File: src/design/http_request_stream_framer_unit_macros.svh
// assertion macros shared by the framer rtl
`ifndef HTTP_REQUEST_STREAM_FRAMER_UNIT_MACROS_SVH
`define HTTP_REQUEST_STREAM_FRAMER_UNIT_MACROS_SVH

// same-cycle implication
`define HRSF_ASSERT_NOW(label, clk, rst, ante, cons, msg) \
  label: assert property (@(posedge clk) disable iff (rst) (ante) |-> (cons)) \
    else $error(msg);

// next-cycle implication
`define HRSF_ASSERT_NEXT(label, clk, rst, ante, cons, msg) \
  label: assert property (@(posedge clk) disable iff (rst) (ante) |=> (cons)) \
    else $error(msg);

`endif

File: src/design/hrsf_pkg.sv
// shared constants and code points of the http request stream framer
package hrsf_pkg;

  localparam int unsigned LENGTH_BITS_DEFAULT = 32;
  localparam int unsigned BODY_LENGTH_W = 32;

  localparam logic OP_BYTE  = 1'b0;
  localparam logic OP_CLEAR = 1'b1;

  localparam logic [2:0] ROLE_METHOD  = 3'd0;
  localparam logic [2:0] ROLE_URI     = 3'd1;
  localparam logic [2:0] ROLE_VERSION = 3'd2;
  localparam logic [2:0] ROLE_HNAME   = 3'd3;
  localparam logic [2:0] ROLE_HVALUE  = 3'd4;
  localparam logic [2:0] ROLE_BODY    = 3'd5;
  localparam logic [2:0] ROLE_DELIM   = 3'd6;
  localparam logic [2:0] ROLE_IGNORED = 3'd7;

  localparam logic [7:0] CH_CR    = 8'h0D;
  localparam logic [7:0] CH_LF    = 8'h0A;
  localparam logic [7:0] CH_SP    = 8'h20;
  localparam logic [7:0] CH_COLON = 8'h3A;
  localparam logic [7:0] CH_ZERO  = 8'h30;
  localparam logic [7:0] CH_ONE   = 8'h31;
  localparam logic [7:0] CH_NINE  = 8'h39;

  // "HTTP/1." then the minor digit is checked separately
  localparam logic [7:0] VERSION_TEXT [7] = '{8'h48, 8'h54, 8'h54, 8'h50, 8'h2F, 8'h31, 8'h2E};
  localparam int unsigned VERSION_LEN = 8;

  // "Content-Length"
  localparam logic [7:0] KEY_TEXT [14] = '{8'h43, 8'h6F, 8'h6E, 8'h74, 8'h65, 8'h6E, 8'h74,
                                           8'h2D, 8'h4C, 8'h65, 8'h6E, 8'h67, 8'h74, 8'h68};
  localparam int unsigned KEY_LEN = 14;

endpackage

File: src/design/hrsf_if.sv
// stream byte and label channel interfaces
interface hrsf_in_if import hrsf_pkg::*; ();
  logic       valid;
  logic       ready;
  logic       op;
  logic [7:0] data_byte;

  modport source (output valid, output op, output data_byte, input ready);
  modport sink   (input valid, input op, input data_byte, output ready);
endinterface

interface hrsf_out_if import hrsf_pkg::*; ();
  logic                     valid;
  logic                     ready;
  logic [2:0]               field_role;
  logic                     cr_was_data;
  logic                     request_done;
  logic [BODY_LENGTH_W-1:0] body_length;
  logic                     parse_error;

  modport source (output valid, output field_role, output cr_was_data, output request_done,
                  output body_length, output parse_error, input ready);
  modport sink   (input valid, input field_role, input cr_was_data, input request_done,
                  input body_length, input parse_error, output ready);
endinterface

File: src/design/http_request_stream_framer_unit.sv
// http request stream framer: labels each stream byte with its request role
//
//   channel  dir  payload
//   stream   in   op, data_byte
//   labels   out  field_role, cr_was_data, request_done, body_length, parse_error
//
// one byte per clock unless labels stalls; the label of an accepted byte is
// registered with the parser state update and shows in the cycle after acceptance
// rst (synchronous) puts the parser in the method phase and empties the result register
// labels stalled: the result holds, and stream takes a beat only if the result is leaving
`include "http_request_stream_framer_unit_macros.svh"

module http_request_stream_framer_unit
  import hrsf_pkg::*;
#(
  parameter int unsigned LENGTH_BITS = LENGTH_BITS_DEFAULT
) (
  input  logic        clk,
  input  logic        rst,
  hrsf_in_if.sink     stream,
  hrsf_out_if.source  labels
);

  localparam int unsigned LB = LENGTH_BITS;

  typedef enum logic [3:0] {
    PH_METHOD, PH_URI, PH_VERSION, PH_HSTART, PH_HNAME,
    PH_HSKIP, PH_HVALUE, PH_BODY, PH_ERROR
  } phase_t;

  typedef enum logic [1:0] {DG_NONE, DG_IN, DG_END, DG_BAD} digits_t;

  typedef struct packed {
    phase_t         phase;
    logic           cr_pend;
    logic [3:0]     ver_pos;
    logic           ver_bad;
    logic [3:0]     key_pos;
    logic           key_bad;
    logic [LB-1:0]  acc;
    digits_t        digits;
    logic           have_len;
    logic [LB-1:0]  body_rem;
  } st_t;

  typedef struct packed {
    st_t        st;
    logic [2:0] role;
  } absorb_t;

  typedef struct packed {
    st_t  st;
    logic done;
  } line_t;

  function automatic st_t reset_st();
    st_t s;
    s = '0;
    s.phase  = PH_METHOD;
    s.digits = DG_NONE;
    return s;
  endfunction

  function automatic logic key_is_length(st_t s);
    return !s.key_bad && s.key_pos == 4'(KEY_LEN);
  endfunction

  function automatic st_t length_byte(st_t s, logic [7:0] b);
    logic [LB+3:0] ext;
    ext = ({4'b0, s.acc} << 3) + ({4'b0, s.acc} << 1) + {{LB{1'b0}}, b[3:0]};
    if (b >= CH_ZERO && b <= CH_NINE) begin
      if (s.digits == DG_NONE || s.digits == DG_IN) begin
        // anything above the top bits means the value no longer fits
        if (ext[LB+3:LB] != 4'd0) begin
          s.digits = DG_BAD;
        end else begin
          s.acc    = ext[LB-1:0];
          s.digits = DG_IN;
        end
      end
    end else if (s.digits == DG_NONE) begin
      s.digits = DG_BAD;
    end else if (s.digits == DG_IN) begin
      s.digits = DG_END;
    end
    return s;
  endfunction

  function automatic absorb_t absorb(st_t s, logic [7:0] b);
    absorb_t r;
    r.st   = s;
    r.role = ROLE_IGNORED;
    case (s.phase)
      PH_METHOD: begin
        if (b == CH_SP) begin
          r.st.phase = PH_URI;
          r.role     = ROLE_DELIM;
        end else begin
          r.role = ROLE_METHOD;
        end
      end
      PH_URI: begin
        if (b == CH_SP) begin
          r.st.phase = PH_VERSION;
          r.role     = ROLE_DELIM;
        end else begin
          r.role = ROLE_URI;
        end
      end
      PH_VERSION: begin
        if (s.ver_pos < 4'd7) begin
          if (b != VERSION_TEXT[s.ver_pos[2:0]]) r.st.ver_bad = 1'b1;
        end else if (s.ver_pos == 4'd7) begin
          if (b != CH_ZERO && b != CH_ONE) r.st.ver_bad = 1'b1;
        end else begin
          r.st.ver_bad = 1'b1;
        end
        if (s.ver_pos != 4'hF) r.st.ver_pos = s.ver_pos + 4'd1;
        r.role = ROLE_VERSION;
      end
      PH_HSTART, PH_HNAME: begin
        r.st.phase = PH_HNAME;
        if (b == CH_COLON) begin
          r.st.phase = PH_HSKIP;
          if (key_is_length(s)) begin
            // a repeated key restarts the value
            r.st.have_len = 1'b1;
            r.st.acc      = '0;
            r.st.digits   = DG_NONE;
          end
          r.role = ROLE_DELIM;
        end else begin
          if (s.key_pos < 4'(KEY_LEN)) begin
            if (b != KEY_TEXT[s.key_pos]) r.st.key_bad = 1'b1;
          end else begin
            r.st.key_bad = 1'b1;
          end
          if (s.key_pos != 4'hF) r.st.key_pos = s.key_pos + 4'd1;
          r.role = ROLE_HNAME;
        end
      end
      PH_HSKIP: begin
        if (b == CH_SP) begin
          r.role = ROLE_DELIM;
        end else begin
          r.st.phase = PH_HVALUE;
          if (key_is_length(s)) r.st = length_byte(r.st, b);
          r.role = ROLE_HVALUE;
        end
      end
      PH_HVALUE: begin
        if (key_is_length(s)) r.st = length_byte(r.st, b);
        r.role = ROLE_HVALUE;
      end
      default: r.role = ROLE_IGNORED;
    endcase
    return r;
  endfunction

  function automatic line_t end_line(st_t s);
    line_t r;
    r.st   = s;
    r.done = 1'b0;
    case (s.phase)
      PH_VERSION: begin
        if (!s.ver_bad && s.ver_pos == 4'(VERSION_LEN)) begin
          r.st.phase   = PH_HSTART;
          r.st.key_pos = '0;
          r.st.key_bad = 1'b0;
        end else begin
          r.st.phase = PH_ERROR;
        end
      end
      PH_HSKIP, PH_HVALUE: begin
        r.st.phase   = PH_HSTART;
        r.st.key_pos = '0;
        r.st.key_bad = 1'b0;
      end
      PH_HSTART: begin
        // empty line closes the headers
        if (!s.have_len) begin
          r.st.acc = '0;
          r.done   = 1'b1;
        end else if (s.digits == DG_NONE || s.digits == DG_BAD) begin
          r.st.phase = PH_ERROR;
        end else if (s.acc == '0) begin
          r.done = 1'b1;
        end else begin
          r.st.body_rem = s.acc;
          r.st.phase    = PH_BODY;
        end
      end
      default: r.st.phase = PH_ERROR;
    endcase
    return r;
  endfunction

  st_t st;
  st_t st_next;

  logic                     accept;
  logic [2:0]               role_next;
  logic                     crdata_next;
  logic                     done_next;
  logic [BODY_LENGTH_W-1:0] blen_next;

  assign stream.ready = !labels.valid || labels.ready;
  assign accept       = stream.valid && stream.ready;

  always_comb begin
    st_t     cur;
    absorb_t ab;
    line_t   ln;
    logic    line_end;
    logic [63:0] acc_wide;
    cur         = st;
    ab          = '0;
    ln          = '0;
    line_end    = 1'b0;
    acc_wide    = '0;
    role_next   = ROLE_IGNORED;
    crdata_next = 1'b0;
    done_next   = 1'b0;
    blen_next   = '0;
    if (stream.op == OP_CLEAR) begin
      cur = reset_st();
    end else begin
      case (st.phase)
        PH_BODY: begin
          role_next = ROLE_BODY;
          if (cur.body_rem != '0) cur.body_rem = cur.body_rem - LB'(1);
          if (cur.body_rem == '0) done_next = 1'b1;
        end
        PH_METHOD, PH_URI, PH_VERSION, PH_HSTART, PH_HNAME, PH_HSKIP, PH_HVALUE: begin
          if (cur.cr_pend) begin
            cur.cr_pend = 1'b0;
            if (stream.data_byte == CH_LF) begin
              line_end  = 1'b1;
              role_next = ROLE_DELIM;
              ln        = end_line(cur);
              cur       = ln.st;
              done_next = ln.done;
            end else begin
              // held cr turns out to be field data
              crdata_next = 1'b1;
              ab          = absorb(cur, CH_CR);
              cur         = ab.st;
            end
          end
          if (!line_end) begin
            if (stream.data_byte == CH_CR) begin
              cur.cr_pend = 1'b1;
              role_next   = ROLE_DELIM;
            end else begin
              ab        = absorb(cur, stream.data_byte);
              cur       = ab.st;
              role_next = ab.role;
            end
          end
        end
        default: cur.phase = PH_ERROR;
      endcase
    end
    if (done_next) begin
      acc_wide  = 64'(cur.acc);
      blen_next = acc_wide[BODY_LENGTH_W-1:0];
      cur       = reset_st();
    end
    st_next = cur;
  end

  always_ff @(posedge clk) begin
    if (rst) begin
      st           <= reset_st();
      labels.valid <= 1'b0;
    end else begin
      if (accept) begin
        st           <= st_next;
        labels.valid <= 1'b1;
      end else if (labels.ready) begin
        labels.valid <= 1'b0;
      end
    end
    if (accept) begin
      labels.field_role   <= role_next;
      labels.cr_was_data  <= crdata_next;
      labels.request_done <= done_next;
      labels.body_length  <= blen_next;
      labels.parse_error  <= (st_next.phase == PH_ERROR);
    end
  end

  `HRSF_ASSERT_NEXT(a_clear_restarts, clk, rst, accept && stream.op == OP_CLEAR, st.phase == PH_METHOD && !st.cr_pend && !labels.parse_error, "clear beat did not restart the parser")
  `HRSF_ASSERT_NEXT(a_error_sticks, clk, rst, accept && stream.op == OP_BYTE && st.phase == PH_ERROR, labels.parse_error && labels.field_role == ROLE_IGNORED, "error phase left without a clear")
  `HRSF_ASSERT_NOW(a_length_only_when_done, clk, rst, labels.valid && !labels.request_done, labels.body_length == '0, "body length shown without request completion")
  `HRSF_ASSERT_NOW(a_done_without_error, clk, rst, labels.valid && labels.request_done, !labels.parse_error && (labels.field_role == ROLE_BODY || labels.field_role == ROLE_DELIM), "request completed on an unexpected byte")

endmodule
File: src/flat_wrapper.sv
// flat-port wrapper written by rule: the top's interface ports become plain ports
module http_request_stream_framer_unit_flat import hrsf_pkg::*;
#(
  parameter int unsigned LENGTH_BITS = LENGTH_BITS_DEFAULT
)
  (clk, rst, stream_valid, stream_op, stream_data_byte, stream_ready, labels_valid, labels_field_role, labels_cr_was_data, labels_request_done, labels_body_length, labels_parse_error, labels_ready);
  hrsf_in_if stream_i ();
  hrsf_out_if labels_i ();
  input  logic clk;
  input  logic rst;
  input wire logic [$bits(stream_i.valid)-1:0] stream_valid;
  input wire logic [$bits(stream_i.op)-1:0] stream_op;
  input wire logic [$bits(stream_i.data_byte)-1:0] stream_data_byte;
  output wire logic [$bits(stream_i.ready)-1:0] stream_ready;
  output wire logic [$bits(labels_i.valid)-1:0] labels_valid;
  output wire logic [$bits(labels_i.field_role)-1:0] labels_field_role;
  output wire logic [$bits(labels_i.cr_was_data)-1:0] labels_cr_was_data;
  output wire logic [$bits(labels_i.request_done)-1:0] labels_request_done;
  output wire logic [$bits(labels_i.body_length)-1:0] labels_body_length;
  output wire logic [$bits(labels_i.parse_error)-1:0] labels_parse_error;
  input wire logic [$bits(labels_i.ready)-1:0] labels_ready;
  assign stream_i.valid = stream_valid;
  assign stream_i.op = stream_op;
  assign stream_i.data_byte = stream_data_byte;
  assign stream_ready = stream_i.ready;
  assign labels_valid = labels_i.valid;
  assign labels_field_role = labels_i.field_role;
  assign labels_cr_was_data = labels_i.cr_was_data;
  assign labels_request_done = labels_i.request_done;
  assign labels_body_length = labels_i.body_length;
  assign labels_parse_error = labels_i.parse_error;
  assign labels_i.ready = labels_ready;
  http_request_stream_framer_unit #(.LENGTH_BITS(LENGTH_BITS)) u_core (.clk(clk), .rst(rst), .stream(stream_i), .labels(labels_i));
endmodule
File: config.mk
export PLATFORM = sky130hd
export DESIGN_NAME = http_request_stream_framer_unit_flat
export DESIGN_NICKNAME = d
export VERILOG_FILES = /design/src/design/hrsf_pkg.sv /design/src/design/hrsf_if.sv /design/src/design/http_request_stream_framer_unit.sv /design/src/flat_wrapper.sv
export VERILOG_INCLUDE_DIRS = /design/src /design/src/design
export SDC_FILE = /design/constraint.sdc
export NUM_CORES = 1
export LEC_CHECK = 0
export ABC_AREA = 1
export BUFFER_PORTS_ARGS = -buffer_cell sky130_fd_sc_hd__buf_4
export CORE_ASPECT_RATIO = 1.5
export CORE_MARGIN = 1.5
export CORE_UTILIZATION = 25
export CTS_CLUSTER_SIZE = 24
export DETAILED_ROUTE_END_ITERATION = 6
export PLACE_DENSITY = 0.48
export SLEW_MARGIN = 20
export SYNTH_ARGS = -nofsm -noshare
export SYNTH_HDL_FRONTEND = slang
export SYNTH_SLANG_ARGS = --single-unit
File: constraint.sdc
create_clock -name clk -period 16.73 [get_ports clk]
set_clock_uncertainty 0.05 [all_clocks]
set_input_delay 5.019 -clock clk [delete_from_list [all_inputs] [get_ports clk]]
set_output_delay 5.019 -clock clk [all_outputs]
set_load 0.03 [all_outputs]
======== Word level (Yosys, flattened, before mapping) ========
Memory sizes are Yosys's and may differ from the RTL's.
Cells that the tools add are included.
word-level totals
  bits in registers ....................... 121
  memory bits (read-only) ................. 384
  input port bits ......................... 13
  output and inout bits ................... 40
  word-level logic and storage cells ...... 216
  memories kept ........................... 4
memory list
  memory           depth  width  read ports  clocked after memory_dff  wr ports  RTL line                                text
  (no name shown)  16     8      1           0                         0         http_request_stream_framer_unit.sv:134  if (b != KEY_TEXT[s.key_pos]) r.st.key_bad = 1'b1;
  (no name shown)  16     8      1           0                         0         http_request_stream_framer_unit.sv:134
  (no name shown)  8      8      1           0                         0         http_request_stream_framer_unit.sv:112  if (b != VERSION_TEXT[s.ver_pos[2:0]]) r.st.ver_bad = 1'b1;
  (no name shown)  8      8      1           0                         0         http_request_stream_framer_unit.sv:112
operators by class
  $add $sub $neg .......................... 7
  magnitude comparators ................... 10
  equality and inequality tests ........... 35
  multiplexer cells ....................... 107
  bitwise gates (word level) .............. 6
  reductions and logical operators ........ 31
operators with widths
  operator                 number
  $mux W82                 8
  $mux W32                 9
  $mux W35                 4
  $mux W67                 2
  $pmux W32 S2             2
  $pmux W40 S3             1
  $mux W34                 3
  $mux W77                 1
  $pmux W35 S2             1
  $mux W33                 2
  $logic_not A32 Y1        2
  $mux W8                  8
  $mux W46                 1
  $pmux W5 S3              3
  $mux W4                  11
  $add A35 B33 Y36         1
  $add A36 B4 Y36          1
  $eq A4 B3 Y1 const B     8
  $reduce_bool A32 Y1      1
  $sub A32 B1 Y32 const B  1
  $mux W1                  26
  $pmux W4 S3              2
  $pmux W4 S5              1
  $mux W3                  6
  other kinds (40)         91

======== Logic depth before layout (Yosys ltp) ========
  depth after elaboration ................. 29
  gate-level depth with buffers ........... 33
  depth with buffers taken out ............ 32

======== Worst setup path before layout ========
No wires, ideal clock.
  path kind ............................... input-to-output
  start point ............................. in labels_ready
  end point ............................... out stream_ready
  data arrival time ....................... 5.277 ns
  required time ........................... 11.661 ns
  path slack .............................. 6.384 ns
  cell stages on the path ................. 2
  buffers on the path ..................... 0
  path through ............................ inv_1 -> nand2_1
between the ends
  word-level cells in the longest chain between the ends .. 1
ends and longest elaborated chain
  element             RTL line                                text
  from (decl)         flat_wrapper.sv:21                      input wire logic [$bits(labels_i.ready)-1:0] labels_ready;
  $logic_or A1 B1 Y1  http_request_stream_framer_unit.sv:207  assign stream.ready = !labels.valid || labels.ready;
  to (decl)           flat_wrapper.sv:14                      output wire logic [$bits(stream_i.ready)-1:0] stream_ready;
No other way between the ends.

======== Worst setup path after layout ========
Ends and elaborated chain as after synthesis.

==> summary.txt <==
Critical path
  • Arr. time, crit path: 5410 ps
  • CP Launch Type: input port
  • Crit end category: output pin
  • CP Max Fanout: 3
  • Worst path required time: 11660 ps
  • Setup CP Type: input port to output pin
  • Slowest Stage Delay on Critical Path: 180 ps
  • Crit Reg-Reg Startpoint: u_core.st[77]$_SDFFE_PP0P_
  • CP startpoint: labels_ready
  • Stages on worst setup path: 4
  • Flop2flop setup slack: 10910 ps
  • CP cell instances: buf_4 > inv_1 > nand2_1 > buf_4
  • Reg2reg end: u_core.labels.body_length[4]$_SDFFCE_PN0P_
  • Crit-path slowest cell: buf_4
  • Worst Path Buf+Inv: 3
  • Cell mode on critical path: buf_4
  • Worst Reg-to-Reg Cells: 25
  • Crit path max-delay family: buffers and inverters

Synthesis
  • Seq/Total Area, Yosys: 23.9%
  • Largest cells by area after synthesis: nand2_1 (16%), dfxtp_1 (14%), edfxtp_1 (9.7%)
  • Post-synthesis cell area: 11700 µm²
  • Asr flop ratio synth: 0%
  • Cell taking the most area after synthesis: nand2_1
  • Post-synth EDFFs: 38
  • Cell variety after synth: 56
  • Mapped Cells: 1866
  • Syn. warnings: 0
  • Post-synth net total: 1964
  • Syn Area/Cell: 6.29 µm²
  • Main synth FF type: dfxtp_1
  • Yosys reg bits: 121
  • Yosys top cell area share: 15.9%

Routing
  • Post-Route WL: 44300 µm
  • Drt wl/cell: 17.8 µm
  • Final ANT Viol Nets: 0
  • DR pass1 iterations: 5
  • DRC: 0
  • Routed via count: 12500
  • Via/cell ratio: 5.01
  • DR iter-0 viols: 902

Placement
  • HPWL Detailed: 33600 µm
  • IO buf count: 52
  • Global placement routability congestion: 0.945
  • Total placed cells including tap cells: 2455

Finish
  • Multi-input combinational cell area: 7930 µm²
  • Final #Nets: 1978
  • Filler cells: 5267
  • Fraction of layout cells with a size suffix above 1: 9.51%
  • Area grow syn2layout: 12.1%
  • Fin util: 28.3%
  • FF+latch area: 2800 µm²
  • Final non-filler cell total: 2487
  • Diode count: 0

Min path
  • Hold path depth: 2
  • HP Class: register to register
  • Hold EP: u_core.st[47]$_SDFFE_PP0P_
  • Hold path start: u_core.st[47]$_SDFFE_PP0P_

Timing
  • Normalized max-slew margin: 30.9%
  • Hold Slack: 417 ps
  • Final Hold Fails: 0
  • Final Cycle Share: 62.7%
  • Final setup fails: 0
  • Final setup TNS: 0 ps
  • Max-slew violations: 0
  • Worst-margin pin slew: 1030 ps
  • Fmax: 95.4 MHz
  • RSZ-0062 raised after global routing: no
  • Final min period: 10480 ps

CTS
  • CTS Buffer Depth: 2
  • Total CTS buffers: 17
  • PostCTS Resize Cnt: 0
  • Number of setup buffers added after CTS: 0
  • CTS tree: done
  • Worst-path clk slew: 70 ps
  • Root Buffer: clkbuf_16
  • Clock Sinks: 121
  • CTS H-tree lvls: 4
  • Clock latency reported for the late side of the worst-skew pair: 450 ps
  • # hold bufs at CTS: 0

Power
  • Power per Cell Area: 71.4 nW/µm²
  • Maximum VDD drop: 0.0000619 V
  • LEAKAGE: 0.00575 µW
  • Pwr Total: 940 µW

GRT
  • Largest net degree at the start of global routing: 67
  • GRT Util Overall: 18.4%
  • Initial antenna violation count: 0
  • Congestion Overflow GR: 0
  • First-pass GRT wire length: 69000 µm
  • Vias in the first global route: 12400

Floorplanning
  • Die Y: 268 µm
  • Core area: 46500 µm²
  • Chip Width: 180 µm
  • Row cnt: 97
  • Initial Util: 25.3%
  • Num ports: 53
  • Die area: 48300 µm²

Outcome
  • Outcome: completed

Flow run
  • Max-Cap Viols: 0
-- power by group --
part,switching [µW],total [µW],internal (µW)
Sequential,15.0,331,316
Clock,167,374,207
Combinational,163,235,71.9
-- layout by cell type (no fill, tap or decap), drive strengths merged, types with 29 or more instances in the layout --
| cell type | count |
|---|---|
| nand2 | 507 |
| nor2 | 303 |
| inv | 173 |
| a21oi | 159 |
| nand3 | 148 |
| ha | 83 |
| dfxtp | 83 |
| o21ai | 74 |
| buf | 64 |
| nor3 | 45 |
| o211ai | 39 |
| edfxtp | 38 |
| xor2 | 29 |
-- metal layers --
metal	share of wire, %	GRT usage [%]	wire [µm]
met1	40	20.3	17900
met2	51	33.6	22400
met3	3.4	2.03	1510
met4	5.6	11.4	2500
met5	0	0	0
-- logic make-up (layout without fill, tap and decap cells) --
kind of cell,after synthesis,in the layout,synth area share [%]
AOI/OAI and AO/OA,316,316,16.0
buffers and inverters,237,264,8.74
adders and majority gates,85,85,9.18
and+or+nand+nor,1057,1057,38.4
muxes,1,1,0.0959
DFF,121,121,23.9
xor gates and xnor gates,49,49,3.65
-- worst register-to-register path, cell delays in order, from the launching register on --
cell,delay [ps]
dfxtp_1,610
inv_1,220
nor2_4,280
nand2_1,120
nor2_2,90
buf_4,400
nor2_1,160
inv_1,120
fa_1,460
fa_1,480
o21ai_0,440
nand2_1,110
nand2_1,130
nand2_1,60
nand2_1,150
nand3_1,110
nand3_1,100
nand2_1,50
nor2_1,230
nand3_1,210
nand2_2,180
nand2_1,330
nand2_1,190
o211ai_2,110
nand3_1,100
nor2_1,50
-- flip-flops by register name (all words and copies together) (netlist names) --
signal                      count
u_core.labels.body_length      32
u_core.labels.cr_was_data       1
u_core.labels.field_role        3
u_core.labels.parse_error       1
u_core.labels.request_done      1
u_core.labels.valid             1
u_core.st                      82
-- cell usage after synthesis (3+ instances only) --
| library cell | instances |
|---|---|
| a31o_2 | 4 |
| buf_4 | 3 |
| o211ai_2 | 8 |
| a31oi_1 | 5 |
| o21ai_1 | 6 |
| nand2_2 | 9 |
| nor2_2 | 15 |
| buf_2 | 8 |
| xor2_1 | 29 |
| nor2_4 | 4 |
| xnor2_1 | 20 |
| nor3_1 | 40 |
| or2_2 | 12 |
| dfxtp_1 | 83 |
| inv_1 | 160 |
| a21oi_1 | 156 |
| o211ai_1 | 31 |
| nand3b_1 | 3 |
| buf_1 | 3 |
| o21ai_0 | 65 |
| inv_2 | 6 |
| o21bai_1 | 7 |
| nor4_1 | 6 |
| o31ai_1 | 7 |
| nand3_2 | 3 |
| edfxtp_1 | 38 |
| nand2_1 | 497 |
| nand3_1 | 144 |
| nand4_1 | 28 |
| clkbuf_1 | 40 |
| nor2_1 | 284 |
| ha_1 | 83 |
| o21a_1 | 11 |
| nor3_2 | 5 |
| buf_6 | 15 |
-- worst max path at each step --
| stage | endpoint | slack (ps) |
|---|---|---|
| after floorplan | stream_ready | 6380 |
| after global placement | stream_ready | 6250 |
| after detailed placement | u_core.labels.body_length[25]$_SDFFCE_PN0P_ | 6100 |
| after CTS | stream_ready | 6240 |
| after global routing | u_core.labels.body_length[4]$_SDFFCE_PN0P_ | 6080 |
| final | stream_ready | 6250 |
-- stage by stage --
| step | instance area (µm²) | setup slack [ps] |
|---|---|---|
| 4_1_cts | 13200 | 6240 |
| 3_3_place_gp | 12600 | 6250 |
| 5_1_grt | 13200 | 6080 |
| 6_report | 13200 | 6250 |
| 3_5_place_dp | 12600 | 6100 |
| 2_1_floorplan | 11700 | 6380 |
-- final cells by class --
cell class,count,share of cell area [%]
multi-input combinational,1508,60.3
sequential,121,21.3
tap,594,5.65
inverter,168,4.81
timing repair buffer,64,3.65
clock buffer,17,3.23
clock inverter,15,1.09
No activity file was read; power rests on OpenSTA's default activity.
